**src/hw/rtl/osa_pkg.sv**
```systemverilog
// Shared widths, register indexes, class codes and types for the subcarrier allocator.
package osa_pkg;

	localparam int IDX_W     = 14;
	localparam int FFT_W     = 15;
	localparam int DENS_W    = 7;
	localparam int CFG_IDX_W = 2;
	localparam int PROD_W    = 21;
	localparam int H_W       = 14;
	localparam int CMP_W     = 17;

	localparam int MAX_SUBCARRIERS_DEF = 16384;
	localparam int RST_FFT_SIZE        = 1024;
	localparam int RST_GUARD_DENSITY   = 25;

	// Guard count is floor(n*density/200): divide by 8 with a shift, then by 25.
	localparam int GUARD_DIV   = 200;
	localparam int DIV_SHIFT   = 3;
	localparam int DIV_REST    = GUARD_DIV >> DIV_SHIFT;
	localparam int Y_W         = PROD_W - DIV_SHIFT;
	localparam int RECIP_SHIFT = 17;
	localparam int RECIP_W     = 13;
	localparam int RECIP_REST  = ((1 << RECIP_SHIFT) + DIV_REST - 1) / DIV_REST;

	localparam logic [CFG_IDX_W-1:0] REG_FFT_SIZE      = CFG_IDX_W'(0);
	localparam logic [CFG_IDX_W-1:0] REG_GUARD_DENSITY = CFG_IDX_W'(1);

	typedef enum logic [1:0] {
		CLS_ZERO  = 2'd0,
		CLS_PILOT = 2'd1,
		CLS_DATA  = 2'd2
	} bin_class_t;

	typedef struct packed {
		logic [FFT_W-1:0] fft_n;
		logic [H_W-1:0]   zero_half;
	} osa_cfg_t;

	typedef struct packed {
		logic first;
		logic last;
		logic dc_lo;
		logic dc_hi;
		logic pil_dc;
		logic lower;
		logic odd;
	} osa_flags_t;

endpackage

```
**src/hw/rtl/osa_cfg.sv**
```systemverilog
// Configuration registers and the pipelined zero half-count derivation.
module osa_cfg #(
	parameter int MAX_SUBCARRIERS = osa_pkg::MAX_SUBCARRIERS_DEF
) (
	input  logic                           clk,
	input  logic                           arst_n,
	input  logic                           cfg_wen,
	input  logic [osa_pkg::CFG_IDX_W-1:0]  cfg_index,
	input  logic [osa_pkg::FFT_W-1:0]      cfg_data,
	output osa_pkg::osa_cfg_t              cfg
);
	import osa_pkg::*;

	localparam int RST_N    = (RST_FFT_SIZE > MAX_SUBCARRIERS) ? MAX_SUBCARRIERS : RST_FFT_SIZE;
	localparam int RST_PROD = RST_N * RST_GUARD_DENSITY;
	localparam int RST_Y    = RST_PROD >> DIV_SHIFT;
	localparam int RST_QEST = (RST_Y * RECIP_REST) >> RECIP_SHIFT;
	localparam int RST_H    = RST_PROD / GUARD_DIV + 1;

	localparam logic [FFT_W-1:0] MAX_N = FFT_W'(MAX_SUBCARRIERS);

	logic                     fft_wr;
	logic                     dens_wr;
	logic [FFT_W-1:0]         wr_n;
	logic [FFT_W-1:0]         mul_n;
	logic [DENS_W-1:0]        mul_d;
	logic [Y_W-1:0]           y_c;
	logic [Y_W+RECIP_W-1:0]   recip_prod;
	logic [Y_W:0]             back_mul;

	logic [FFT_W-1:0]         n_q;
	logic [DENS_W-1:0]        dens_q;
	logic [PROD_W-1:0]        prod_q;
	logic [H_W-1:0]           qest_q;
	logic [H_W-1:0]           h_q;

	assign fft_wr  = cfg_wen && (cfg_index == REG_FFT_SIZE);
	assign dens_wr = cfg_wen && (cfg_index == REG_GUARD_DENSITY);
	assign wr_n    = (cfg_data > MAX_N) ? MAX_N : cfg_data;
	// Multiply with the value being written, the other operand from its register.
	assign mul_n   = fft_wr ? wr_n : n_q;
	assign mul_d   = dens_wr ? cfg_data[DENS_W-1:0] : dens_q;

	assign y_c        = prod_q[PROD_W-1:DIV_SHIFT];
	assign recip_prod = (Y_W+RECIP_W)'(y_c) * (Y_W+RECIP_W)'(RECIP_REST);
	assign back_mul   = (Y_W+1)'(qest_q) * (Y_W+1)'(DIV_REST);

	always_ff @(posedge clk or negedge arst_n) begin
		if (!arst_n) begin
			n_q    <= FFT_W'(RST_N);
			dens_q <= DENS_W'(RST_GUARD_DENSITY);
			prod_q <= PROD_W'(RST_PROD);
			qest_q <= H_W'(RST_QEST);
			h_q    <= H_W'(RST_H);
		end else begin
			if (fft_wr) begin
				n_q <= wr_n;
			end
			if (dens_wr) begin
				dens_q <= cfg_data[DENS_W-1:0];
			end
			if (fft_wr || dens_wr) begin
				prod_q <= PROD_W'(mul_n) * PROD_W'(mul_d);
			end
			// Estimate is exact or one high; correct with one compare.
			qest_q <= recip_prod[RECIP_SHIFT +: H_W];
			h_q    <= ((Y_W+1)'(y_c) < back_mul) ? qest_q : qest_q + 1'b1;
		end
	end

	assign cfg.fft_n     = n_q;
	assign cfg.zero_half = h_q;

endmodule

```
**src/hw/rtl/osa_classify.sv**
```systemverilog
// Two-stage bin classifier with running pilot and data tallies and an output register.
module osa_classify (
	input  logic                       clk,
	input  logic                       arst_n,
	input  osa_pkg::osa_cfg_t          cfg,
	input  logic                       in_valid,
	output logic                       in_ready,
	input  logic [osa_pkg::IDX_W-1:0]  bin_index,
	output logic                       out_valid,
	input  logic                       out_ready,
	output logic [1:0]                 bin_class,
	output logic [osa_pkg::IDX_W-1:0]  list_slot,
	output logic                       final_bin
);
	import osa_pkg::*;

	localparam logic signed [CMP_W-1:0] ONE = CMP_W'(1);
	localparam logic signed [CMP_W-1:0] TWO = CMP_W'(2);

	logic                      vld_s1;
	logic [IDX_W-1:0]          idx_s1;
	logic                      vld_s2;
	logic [IDX_W-1:0]          idx_s2;
	osa_flags_t                flg_s2;
	logic                      out_vld_q;
	bin_class_t                cls_q;
	logic [IDX_W-1:0]          slot_q;
	logic                      last_q;
	logic [IDX_W-1:0]          pilot_q;
	logic [IDX_W-1:0]          data_q;

	logic                      out_load;
	logic                      s2_load;
	logic signed [CMP_W-1:0]   n_c;
	logic signed [CMP_W-1:0]   half_c;
	logic signed [CMP_W-1:0]   h_c;
	logic signed [CMP_W-1:0]   i1;
	logic signed [CMP_W-1:0]   i2;
	osa_flags_t                flg_c;
	logic                      lo_guard;
	logic                      up_guard;
	logic                      edge_pil;
	logic [IDX_W-1:0]          base_p;
	logic [IDX_W-1:0]          base_d;
	bin_class_t                cls_c;
	logic [IDX_W-1:0]          slot_c;

	assign out_load = vld_s2 && (!out_vld_q || out_ready);
	assign s2_load  = vld_s1 && (!vld_s2 || out_load);
	assign in_ready = !vld_s1 || s2_load;

	assign n_c    = signed'({2'b0, cfg.fft_n});
	assign half_c = signed'({3'b0, cfg.fft_n[FFT_W-1:1]});
	assign h_c    = signed'({3'b0, cfg.zero_half});
	assign i1     = signed'({3'b0, idx_s1});
	assign i2     = signed'({3'b0, idx_s2});

	// Stage one: tests that need only the symbol size.
	always_comb begin
		flg_c.first  = (idx_s1 == '0);
		flg_c.last   = (i1 == n_c - ONE);
		flg_c.dc_lo  = (i1 == half_c - ONE);
		flg_c.dc_hi  = (i1 == half_c);
		flg_c.pil_dc = (i1 == half_c - TWO);
		flg_c.lower  = (i1 < half_c);
		flg_c.odd    = idx_s1[0];
	end

	// Stage two: guard bands, then rule order, then tallies.
	assign lo_guard = (i2 < h_c - ONE);
	assign up_guard = (i2 >= n_c - h_c + ONE);
	assign edge_pil = (i2 == n_c - h_c);
	assign base_p   = flg_s2.first ? '0 : pilot_q;
	assign base_d   = flg_s2.first ? '0 : data_q;

	always_comb begin
		cls_c  = CLS_ZERO;
		slot_c = idx_s2;
		if (lo_guard) begin
			cls_c  = CLS_ZERO;
			slot_c = idx_s2;
		end else if (flg_s2.dc_lo) begin
			cls_c  = CLS_ZERO;
			slot_c = cfg.zero_half - 1'b1;
		end else if (flg_s2.dc_hi) begin
			cls_c  = CLS_ZERO;
			slot_c = cfg.zero_half;
		end else if (up_guard) begin
			cls_c  = CLS_ZERO;
			slot_c = idx_s2 + {cfg.zero_half[H_W-2:0], 1'b0} - cfg.fft_n[IDX_W-1:0];
		end else if (flg_s2.pil_dc || edge_pil) begin
			cls_c = CLS_PILOT;
		end else if (flg_s2.lower) begin
			// Lower half parity follows the guard width: pilots where parity differs from h odd.
			cls_c = (flg_s2.odd != cfg.zero_half[0]) ? CLS_PILOT : CLS_DATA;
		end else begin
			cls_c = flg_s2.odd ? CLS_PILOT : CLS_DATA;
		end
		if (cls_c == CLS_PILOT) begin
			slot_c = base_p;
		end else if (cls_c == CLS_DATA) begin
			slot_c = base_d;
		end
	end

	always_ff @(posedge clk or negedge arst_n) begin
		if (!arst_n) begin
			vld_s1    <= 1'b0;
			vld_s2    <= 1'b0;
			out_vld_q <= 1'b0;
			pilot_q   <= '0;
			data_q    <= '0;
		end else begin
			if (in_ready) begin
				vld_s1 <= in_valid;
			end
			if (!vld_s2 || out_load) begin
				vld_s2 <= vld_s1;
			end
			if (!out_vld_q || out_ready) begin
				out_vld_q <= vld_s2;
			end
			if (out_load) begin
				pilot_q <= (cls_c == CLS_PILOT) ? base_p + 1'b1 : base_p;
				data_q  <= (cls_c == CLS_DATA) ? base_d + 1'b1 : base_d;
			end
		end
	end

	always_ff @(posedge clk) begin
		if (in_valid && in_ready) begin
			idx_s1 <= bin_index;
		end
		if (s2_load) begin
			idx_s2 <= idx_s1;
			flg_s2 <= flg_c;
		end
		if (out_load) begin
			cls_q  <= cls_c;
			slot_q <= slot_c;
			last_q <= flg_s2.last;
		end
	end

	assign out_valid = out_vld_q;
	assign bin_class = cls_q;
	assign list_slot = slot_q;
	assign final_bin = last_q;

endmodule

```
**src/hw/rtl/ofdm_subcarrier_allocator.sv**
```systemverilog
// Top level of the OFDM subcarrier allocator: configuration block and classifier pipeline.

// Takes one subcarrier index per clock while the output is not stalled and presents one
// word per index through the input register, the parity and DC test stage and the
// classification and tally stage into the output register, so a full symbol streams at
// one bin per cycle with no gaps. Indexes are expected in order from zero; index zero
// restarts the pilot and data tallies. The guard half-count is derived from fft_size and
// guard_density by a multiply and a reciprocal divide through the product, estimate and
// half-count registers, which the input stages cover: an index may follow a write in the
// next cycle. A stalled output holds up to three words in flight before in_ready drops.
module ofdm_subcarrier_allocator #(
	parameter int MAX_SUBCARRIERS = osa_pkg::MAX_SUBCARRIERS_DEF
) (
	input  logic                           clk,
	input  logic                           arst_n,
	input  logic                           cfg_wen,
	input  logic [osa_pkg::CFG_IDX_W-1:0]  cfg_index,
	input  logic [osa_pkg::FFT_W-1:0]      cfg_data,
	input  logic                           in_valid,
	output logic                           in_ready,
	input  logic [osa_pkg::IDX_W-1:0]      bin_index,
	output logic                           out_valid,
	input  logic                           out_ready,
	output logic [1:0]                     bin_class,
	output logic [osa_pkg::IDX_W-1:0]      list_slot,
	output logic                           final_bin
);
	import osa_pkg::*;

	osa_cfg_t cfg;

	osa_cfg #(
		.MAX_SUBCARRIERS (MAX_SUBCARRIERS)
	) u_cfg (
		.clk       (clk),
		.arst_n    (arst_n),
		.cfg_wen   (cfg_wen),
		.cfg_index (cfg_index),
		.cfg_data  (cfg_data),
		.cfg       (cfg)
	);

	osa_classify u_classify (
		.clk       (clk),
		.arst_n    (arst_n),
		.cfg       (cfg),
		.in_valid  (in_valid),
		.in_ready  (in_ready),
		.bin_index (bin_index),
		.out_valid (out_valid),
		.out_ready (out_ready),
		.bin_class (bin_class),
		.list_slot (list_slot),
		.final_bin (final_bin)
	);

`ifndef NO_ASSERTIONS
	// With the output register empty, the pipeline must always be able to take a word.
	a_ready_when_drained: assert property (@(posedge clk) disable iff (!arst_n)
		!out_valid |-> in_ready)
		else $error("in_ready low while output register empty");

	a_class_code: assert property (@(posedge clk) disable iff (!arst_n)
		out_valid |-> (bin_class == CLS_ZERO || bin_class == CLS_PILOT ||
			bin_class == CLS_DATA))
		else $error("unknown bin class on output");

	// A full pipeline cannot accept while the output is stalled.
	a_backpressure: assert property (@(posedge clk) disable iff (!arst_n)
		out_valid && !out_ready && !in_ready |=> !in_ready || out_ready || !out_valid)
		else $error("input accepted with pipeline full and output stalled");
`endif

endmodule
```
**config.mk**
```make
export PLATFORM = sky130hd
export DESIGN_NAME = ofdm_subcarrier_allocator
export DESIGN_NICKNAME = d
export VERILOG_FILES = /design/src/hw/rtl/osa_pkg.sv /design/src/hw/rtl/osa_cfg.sv /design/src/hw/rtl/osa_classify.sv /design/src/hw/rtl/ofdm_subcarrier_allocator.sv
export SDC_FILE = /design/constraint.sdc
export NUM_CORES = 1
export LEC_CHECK = 0
export BUFFER_PORTS_ARGS = -buffer_cell sky130_fd_sc_hd__buf_4
export CAP_MARGIN = 30
export CORE_ASPECT_RATIO = 0.7
export CORE_MARGIN = 2
export CORE_UTILIZATION = 30
export CTS_CLUSTER_DIAMETER = 40
export DETAILED_ROUTE_END_ITERATION = 16
export PLACE_DENSITY = 0.49
export REMOVE_ABC_BUFFERS = 1
export SYNTH_ARGS = -nofsm -noshare
export SYNTH_HDL_FRONTEND = slang
export SYNTH_SLANG_ARGS = --single-unit
```
**constraint.sdc**
```tcl
create_clock -name clk -period 6.8 [get_ports clk]
set_clock_uncertainty 0.2 [all_clocks]
set_input_delay 1.36 -clock clk [delete_from_list [all_inputs] [get_ports clk]]
set_output_delay 1.36 -clock clk [all_outputs]
set_load 0.02 [all_outputs]
```
==> results of run 1 <==
-- worst max path at each step --
stage               slack (ns)               end  depth (start not counted)
finish                    0.26  u_cfg.prod_q[19]                         24
floorplan                -0.15  u_cfg.prod_q[20]                         20
global route             -0.02  u_cfg.prod_q[20]                         26
CTS                       0.03  u_cfg.prod_q[20]                         23
global placement         -0.52  u_cfg.prod_q[20]                         24
detailed placement       -0.49  u_cfg.prod_q[20]                         24
-- metal layers --
layer / part of all wire [%] / GRT usage (%) / wire length, um / vias to the layer above
li1: - / - / - / 8088
met1: 54 / 29.6 / 33800 / 8314
met2: 40 / 24.8 / 24900 / 402
met3: 5.6 / 2.80 / 3540 / 32
met4: 0.70 / 2.35 / 440 / 0
met5: 0 / 0 / 0 / -
-- worst max-delay path, stage by stage --
cell      delay, ns
buf_4          0.11
or3b_4         0.50
buf_4          0.18
mux2_2         0.29
inv_1          0.14
nand2_1        0.10
fa_1           0.43
fa_1           0.52
inv_1          0.06
fa_1           0.53
inv_1          0.05
fa_1           0.52
inv_1          0.04
ha_1           0.29
buf_4          0.15
a21oi_1        0.17
o31ai_2        0.13
a211oi_1       0.25
buf_4          0.17
o31ai_2        0.07
a21o_1         0.18
a21oi_1        0.16
xor2_1         0.16
o21ai_1        0.08
-- synth_stat cells, types with 7 or more instances --
master    count  area share (%)
nor2b_1      24            0.74
a31oi_1      16            0.49
a211o_1       7            0.30
xor2_1       47             2.0
xnor2_1     118             5.1
clkbuf_1     59             1.1
o22ai_1       7            0.21
a211oi_1     19            0.70
o211ai_1     13            0.48
a21o_1       26            0.96
nor4_1       20            0.61
inv_1       367             6.7
nand3_1      61             1.5
dfstp_2      10             1.3
a22oi_1       8            0.29
nor2_1      146             2.7
and3_1       21            0.64
o21bai_1      7            0.26
edfxtp_1     51             7.5
nor3_1       52             1.3
nor4b_1       7            0.30
nand2b_1     22            0.67
and2_1       14            0.43
nand2_1     169             3.1
a21oi_1      98             2.4
dfrtp_1      89              11
nand4_1      34             1.0
o21ai_0      95             2.3
ha_1        290              18
fa_1        173              17
o21a_1       16            0.59
o21ai_1      11            0.27
mux2i_1      31             1.5
or3_1        11            0.34
-- state kept, by name, indices dropped and copies added, names as in the netlist --
signal,count
u_cfg.dens_q,7
u_cfg.h_q,14
u_cfg.n_q,15
u_cfg.prod_q,18
u_cfg.qest_q,14
u_classify.bin_class,2
u_classify.data_q,14
u_classify.final_bin,1
u_classify.flg_s2,6
u_classify.idx_s1,14
u_classify.idx_s2,14
u_classify.list_slot,14
u_classify.out_valid,1
u_classify.pilot_q,14
u_classify.vld_s1,1
u_classify.vld_s2,1
-- final cells by class --
cell class                      instances  area, um2
Fill cell                            6910      43500
Multi-Input combinational cell       1690      14800
Sequential cell                       150       4020
Timing Repair Buffer                  205       1580
Inverter                              373       1400
Tap cell                              891       1110
Clock buffer                           18        429
Clock inverter                         14        115
-- what timing repair did --
action                     4_1_cts  5_1_grt
gates resized for setup          3       16
pin swaps                        0        4
setup endpoints to repair        2       30
-- logic make-up (layout without fill, tap and decap cells) --
kind of cell / after synthesis / after routing
simple gates: 622 / 622
mux: 37 / 37
fa+ha+maj: 464 / 464
xor+xnor: 168 / 168
compound gates: 399 / 399
flops: 150 / 150
buf+inv: 440 / 610
-- stage by stage --
step                TNS, ns  hold WS (ns)  util [%]  cell area, um2  cells
floorplan            -0.153         0.200         -           20100   2213
global placement      -3.13         0.201      34.1           22800   3309
detailed placement    -3.09         0.205      34.1           22800   3309
CTS                       0         0.214      35.0           23400   3341
global route        -0.0323         0.221      35.0           23500   3341
finish                    0         0.213      35.0           23500   3341
==> flow_metrics.tcl, run 1 <==
set metrics [dict create \
    synth_adder_area_share_pct 34.8 \
    setup_violations 0 \
    wl_per_cell_um 18.8 \
    fmax_ghz 0.153 \
    vias 16800 \
    syn2layout_area_growth_pct 14.9 \
    drc 0 \
    drtAntennaViolNets 0 \
    gp_congestion 0.920 \
    ys_ff_latch 150 \
    place.detailed.hpwl_um 52600 \
    cts_tree "built" \
    cts_buffers 17 \
    synth_xor_area_share_pct 7.41 \
    tightest_slew_ns 0.951 \
    avgSynthCellArea_um2 8.95 \
    cts.clk_slew.worst_paths_ns 0.08 \
    max-slew-margin-rel_pct 36.6 \
    status "complete, no violations" \
    die_w_um 316 \
    min_period_over_period_pct 96.2 \
    synth_edf_count 51 \
    first_global_vias 16700 \
    drv_cap 0 \
    min_to "u_classify.final_bin" \
    synth_compound_area_share_pct 12.9 \
    drv_slew 0 \
    setup_slack_ns 0.257 \
    rrSetupSlack_ns 0.27 \
    min_delay_path_depth 0 \
    antennaDiodeCount 0 \
    crit_arrival_ns 6.67 \
    drive_gt1_share_pct 11.9 \
    fin_crit_ns 6.54 \
    cts_max_path_buffers 2 \
    rows 79 \
    layout_common_cells "inv_1 (366), ha_1 (290), buf_4 (202)" \
    grt_pass1_wl_um 98800 \
    synth_ff_type "dfrtp_1" \
    critPathCaptureType "flop" \
    synth_warnings 0 \
    core_area_um2 66900 \
    synthSimpleGateAreaFrac_pct 15.1 \
    r2r_start "u_cfg.h_q[4]" \
    start_util_pct 30.5 \
    nNetsFinal 2936 \
    worstSetupStartpoint "cfg_index[1]" \
    wl_um 62700 \
    hold_viol 0 \
    htree_levels 4 \
    seq_area_frac_synth_pct 19.7 \
    synth_top_family_by_area "adder cells" \
    die_y_um 222 \
    syn_area_um2 20400 \
    clock_sinks 150 \
    pin_count 55 \
    critical_path.max_fanout 11 \
    worstRegToRegCells 21 \
    min_path_type "reg -> reg" \
    required_ns 6.93 \
    antenna_found_initial 1 \
    pre_cts_slack_ns -0.491 \
    firstDrtPassIters 5 \
    postSynthCellCount 2280 \
    dieArea_um2 70200 \
    start_kind "input pin" \
    path_class "in -> reg" \
    grt.total_usage_pct 18.1 \
    synthDistinctLibCells 94 \
    hold_buffers 0 \
    avgViaCountPerCell 5.04 \
    grt_max_degree 56 \
    clk_latency_ns 0.45 \
    drtIter0Drc 1358 \
    timing.rr.end "u_classify.list_slot[2]" \
    cts_setup_buffers 0 \
    overflow 0 \
    async_flop_share_pct 66.0 \
    hp-start "u_classify.flg_s2[5]" \
    layout_commonest_cell "inv_1" \
    synth_mux_area_share_pct 1.85 \
    cts-root-buf "clkbuf_16" \
    io_buffers 54 \
]
Power of run 1 is left out: the tool's default activity adds up to more than one toggle a clock period on the data nets, which glitch-free logic cannot reach.
==> run 2: changes to the inputs <==
Settings changed: RECOVER_POWER set to 100.
==> flow_metrics.tcl, run 2 (synthesis gave the netlist of run 1 again) <==
set metrics [dict create \
    status "complete, but fails checks" \
    violations "max-capacitance violations, max-slew violations" \
    drtIter0Drc 1357 \
    place.detailed.hpwl_um 52600 \
    nNetsFinal 2936 \
    pin_count 55 \
    fin_area_um2 23300 \
    start_util_pct 30.5 \
    final.setup.tns_ns 0 \
    wl_um 62500 \
    largestRegisters "u_cfg.prod_q (18), u_cfg.n_q (15)" \
    met2_usage_pct 24.8 \
    min_to "u_classify.final_bin" \
    placed_area_um2 22800 \
    antenna_found_initial 1 \
    firstDrtPassIters 5 \
    slowest_delay_ns 0.53 \
    n_fill_cell 6957 \
    critPathCaptureType "flop" \
    drive_gt1_share_pct 9.84 \
    fin_crit_ns 6.53 \
    drc 0 \
    dieArea_um2 70200 \
    gp_congestion 0.920 \
    avgViaCountPerCell 5.03 \
    cts_tree "built" \
    io_buffers 54 \
    cp_cell_sequence "clkbuf_4 -> or3b_4 -> clkbuf_1 -> mux2_2 -> inv_1 -> nand2_1 -> fa_1 -> fa_1 -> inv_1 -> fa_1 -> inv_1 -> fa_1 -> inv_1 -> ha_1 -> clkbuf_1 -> a21oi_1 -> o31ai_2 -> a211oi_1 -> buf_4 -> o31ai_2 -> a21o_1 -> a21oi_1 -> xor2_1 -> o21ai_1" \
    setup_slack_ns 0.272 \
    required_ns 6.92 \
    cts_max_path_buffers 2 \
    clock_sinks 150 \
    htree_levels 4 \
    start_kind "input pin" \
    met1_usage_pct 29.6 \
    tightest_slew_ns 2.99 \
    min_delay_path_depth 0 \
    cts_buffers 17 \
    largest_reg_flops 18 \
    die_w_um 316 \
    top_register "u_cfg.prod_q" \
    die_y_um 222 \
    hold_viol 0 \
    min_period_over_period_pct 96.0 \
    wl_per_cell_um 18.7 \
    crit_arrival_ns 6.65 \
    first_global_vias 16700 \
    max-slew-margin-rel_pct -99.2 \
    timing.rr.end "u_classify.list_slot[2]" \
    grt_max_degree 56 \
    min_path_type "reg -> reg" \
    rows 79 \
    drtAntennaViolNets 0 \
    fmax_ghz 0.153 \
    core_area_um2 66900 \
    drv_cap 3 \
    pre_cts_slack_ns -0.491 \
    syn2layout_area_growth_pct 14.0 \
    vias 16800 \
    grtUsageMet3_pct 2.80 \
    cts_setup_buffers 0 \
    finalHoldWorstSlack_ns 0.213 \
    grt.total_usage_pct 18.1 \
    layout_common_cells "inv_1 (366), ha_1 (290), fa_1 (173)" \
    r2r_start "u_cfg.h_q[4]" \
    busiest_layer "met1" \
    worstRegToRegCells 21 \
    cts.clk_slew.worst_paths_ns 0.08 \
    crit_path_top_delay_cell "fa_1" \
    overflow 0 \
    layout_commonest_cell "inv_1" \
    clk_latency_ns 0.45 \
    cts-root-buf "clkbuf_16" \
    hp-start "u_classify.flg_s2[5]" \
    rrSetupSlack_ns 0.31 \
    critical_path.max_fanout 11 \
    setup_violations 0 \
    grt_pass1_wl_um 98800 \
    path_class "in -> reg" \
    drv_slew 117 \
]
## run 2: how the worst max path moves through the flow
stage | cells after the start | endpoint | from | slack (ns)
after detailed placement | 24 | u_cfg.prod_q[20] | cfg_index[1] | -0.49
final | 24 | u_cfg.prod_q[19] | cfg_index[1] | 0.27
after CTS | 23 | u_cfg.prod_q[20] | cfg_index[1] | 0.03
after floorplan | 20 | u_cfg.prod_q[20] | cfg_index[1] | -0.15
after global placement | 24 | u_cfg.prod_q[20] | cfg_index[1] | -0.52
after global routing | 26 | u_cfg.prod_q[20] | cfg_data[1] | -0.04
## run 2: layout make-up
cell class                 count  area, um2  area share [%]
clock buffer                  18        429            1.85
timing repair buffer         205       1400            6.02
clock inverter                14        115           0.495
antenna                        2       5.00          0.0215
tap                          891       1110            4.79
inverter                     373       1400            6.02
sequential                   150       4020            17.3
multi-input combinational   1690      14800            63.5
## run 2: metal layers
| layer | wire [um] | vias up |
|---|---|---|
| met2 | 24800 | 424 |
| met5 | 0 | - |
| met4 | 432 | 0 |
| met3 | 3810 | 30 |
| met1 | 33500 | 8276 |
| li1 | - | 8087 |
## run 2: through the flow
| stage | std cells | utilization [%] |
|---|---|---|
| 6_report | 3343 | 34.8 |
| 5_1_grt | 3341 | 34.8 |
| 4_1_cts | 3341 | 35.0 |
| 3_5_place_dp | 3309 | 34.1 |
| 3_3_place_gp | 3309 | 34.1 |
| 2_1_floorplan | 2213 | - |
## run 2: timing repair
item | CTS | global route
resized for setup | 3 | 16
endpoints found under the setup margin | 2 | 30
hold buffers | 0 | 0
gates cloned | 0 | 0
pin swaps | 0 | 4
## run 2: critical path: cells and delay by family
family | cells | cell delay [ns]
AO/OA/AOI/OAI | 7 | 1.06
XOR/XNOR | 1 | 0.16
adder cells (fa/ha/maj) | 5 | 2.29
buffers and inverters | 8 | 0.87
multiplexers | 1 | 0.30
AND/OR/NAND/NOR | 2 | 0.60
Power of run 2 is left out for the same reason.
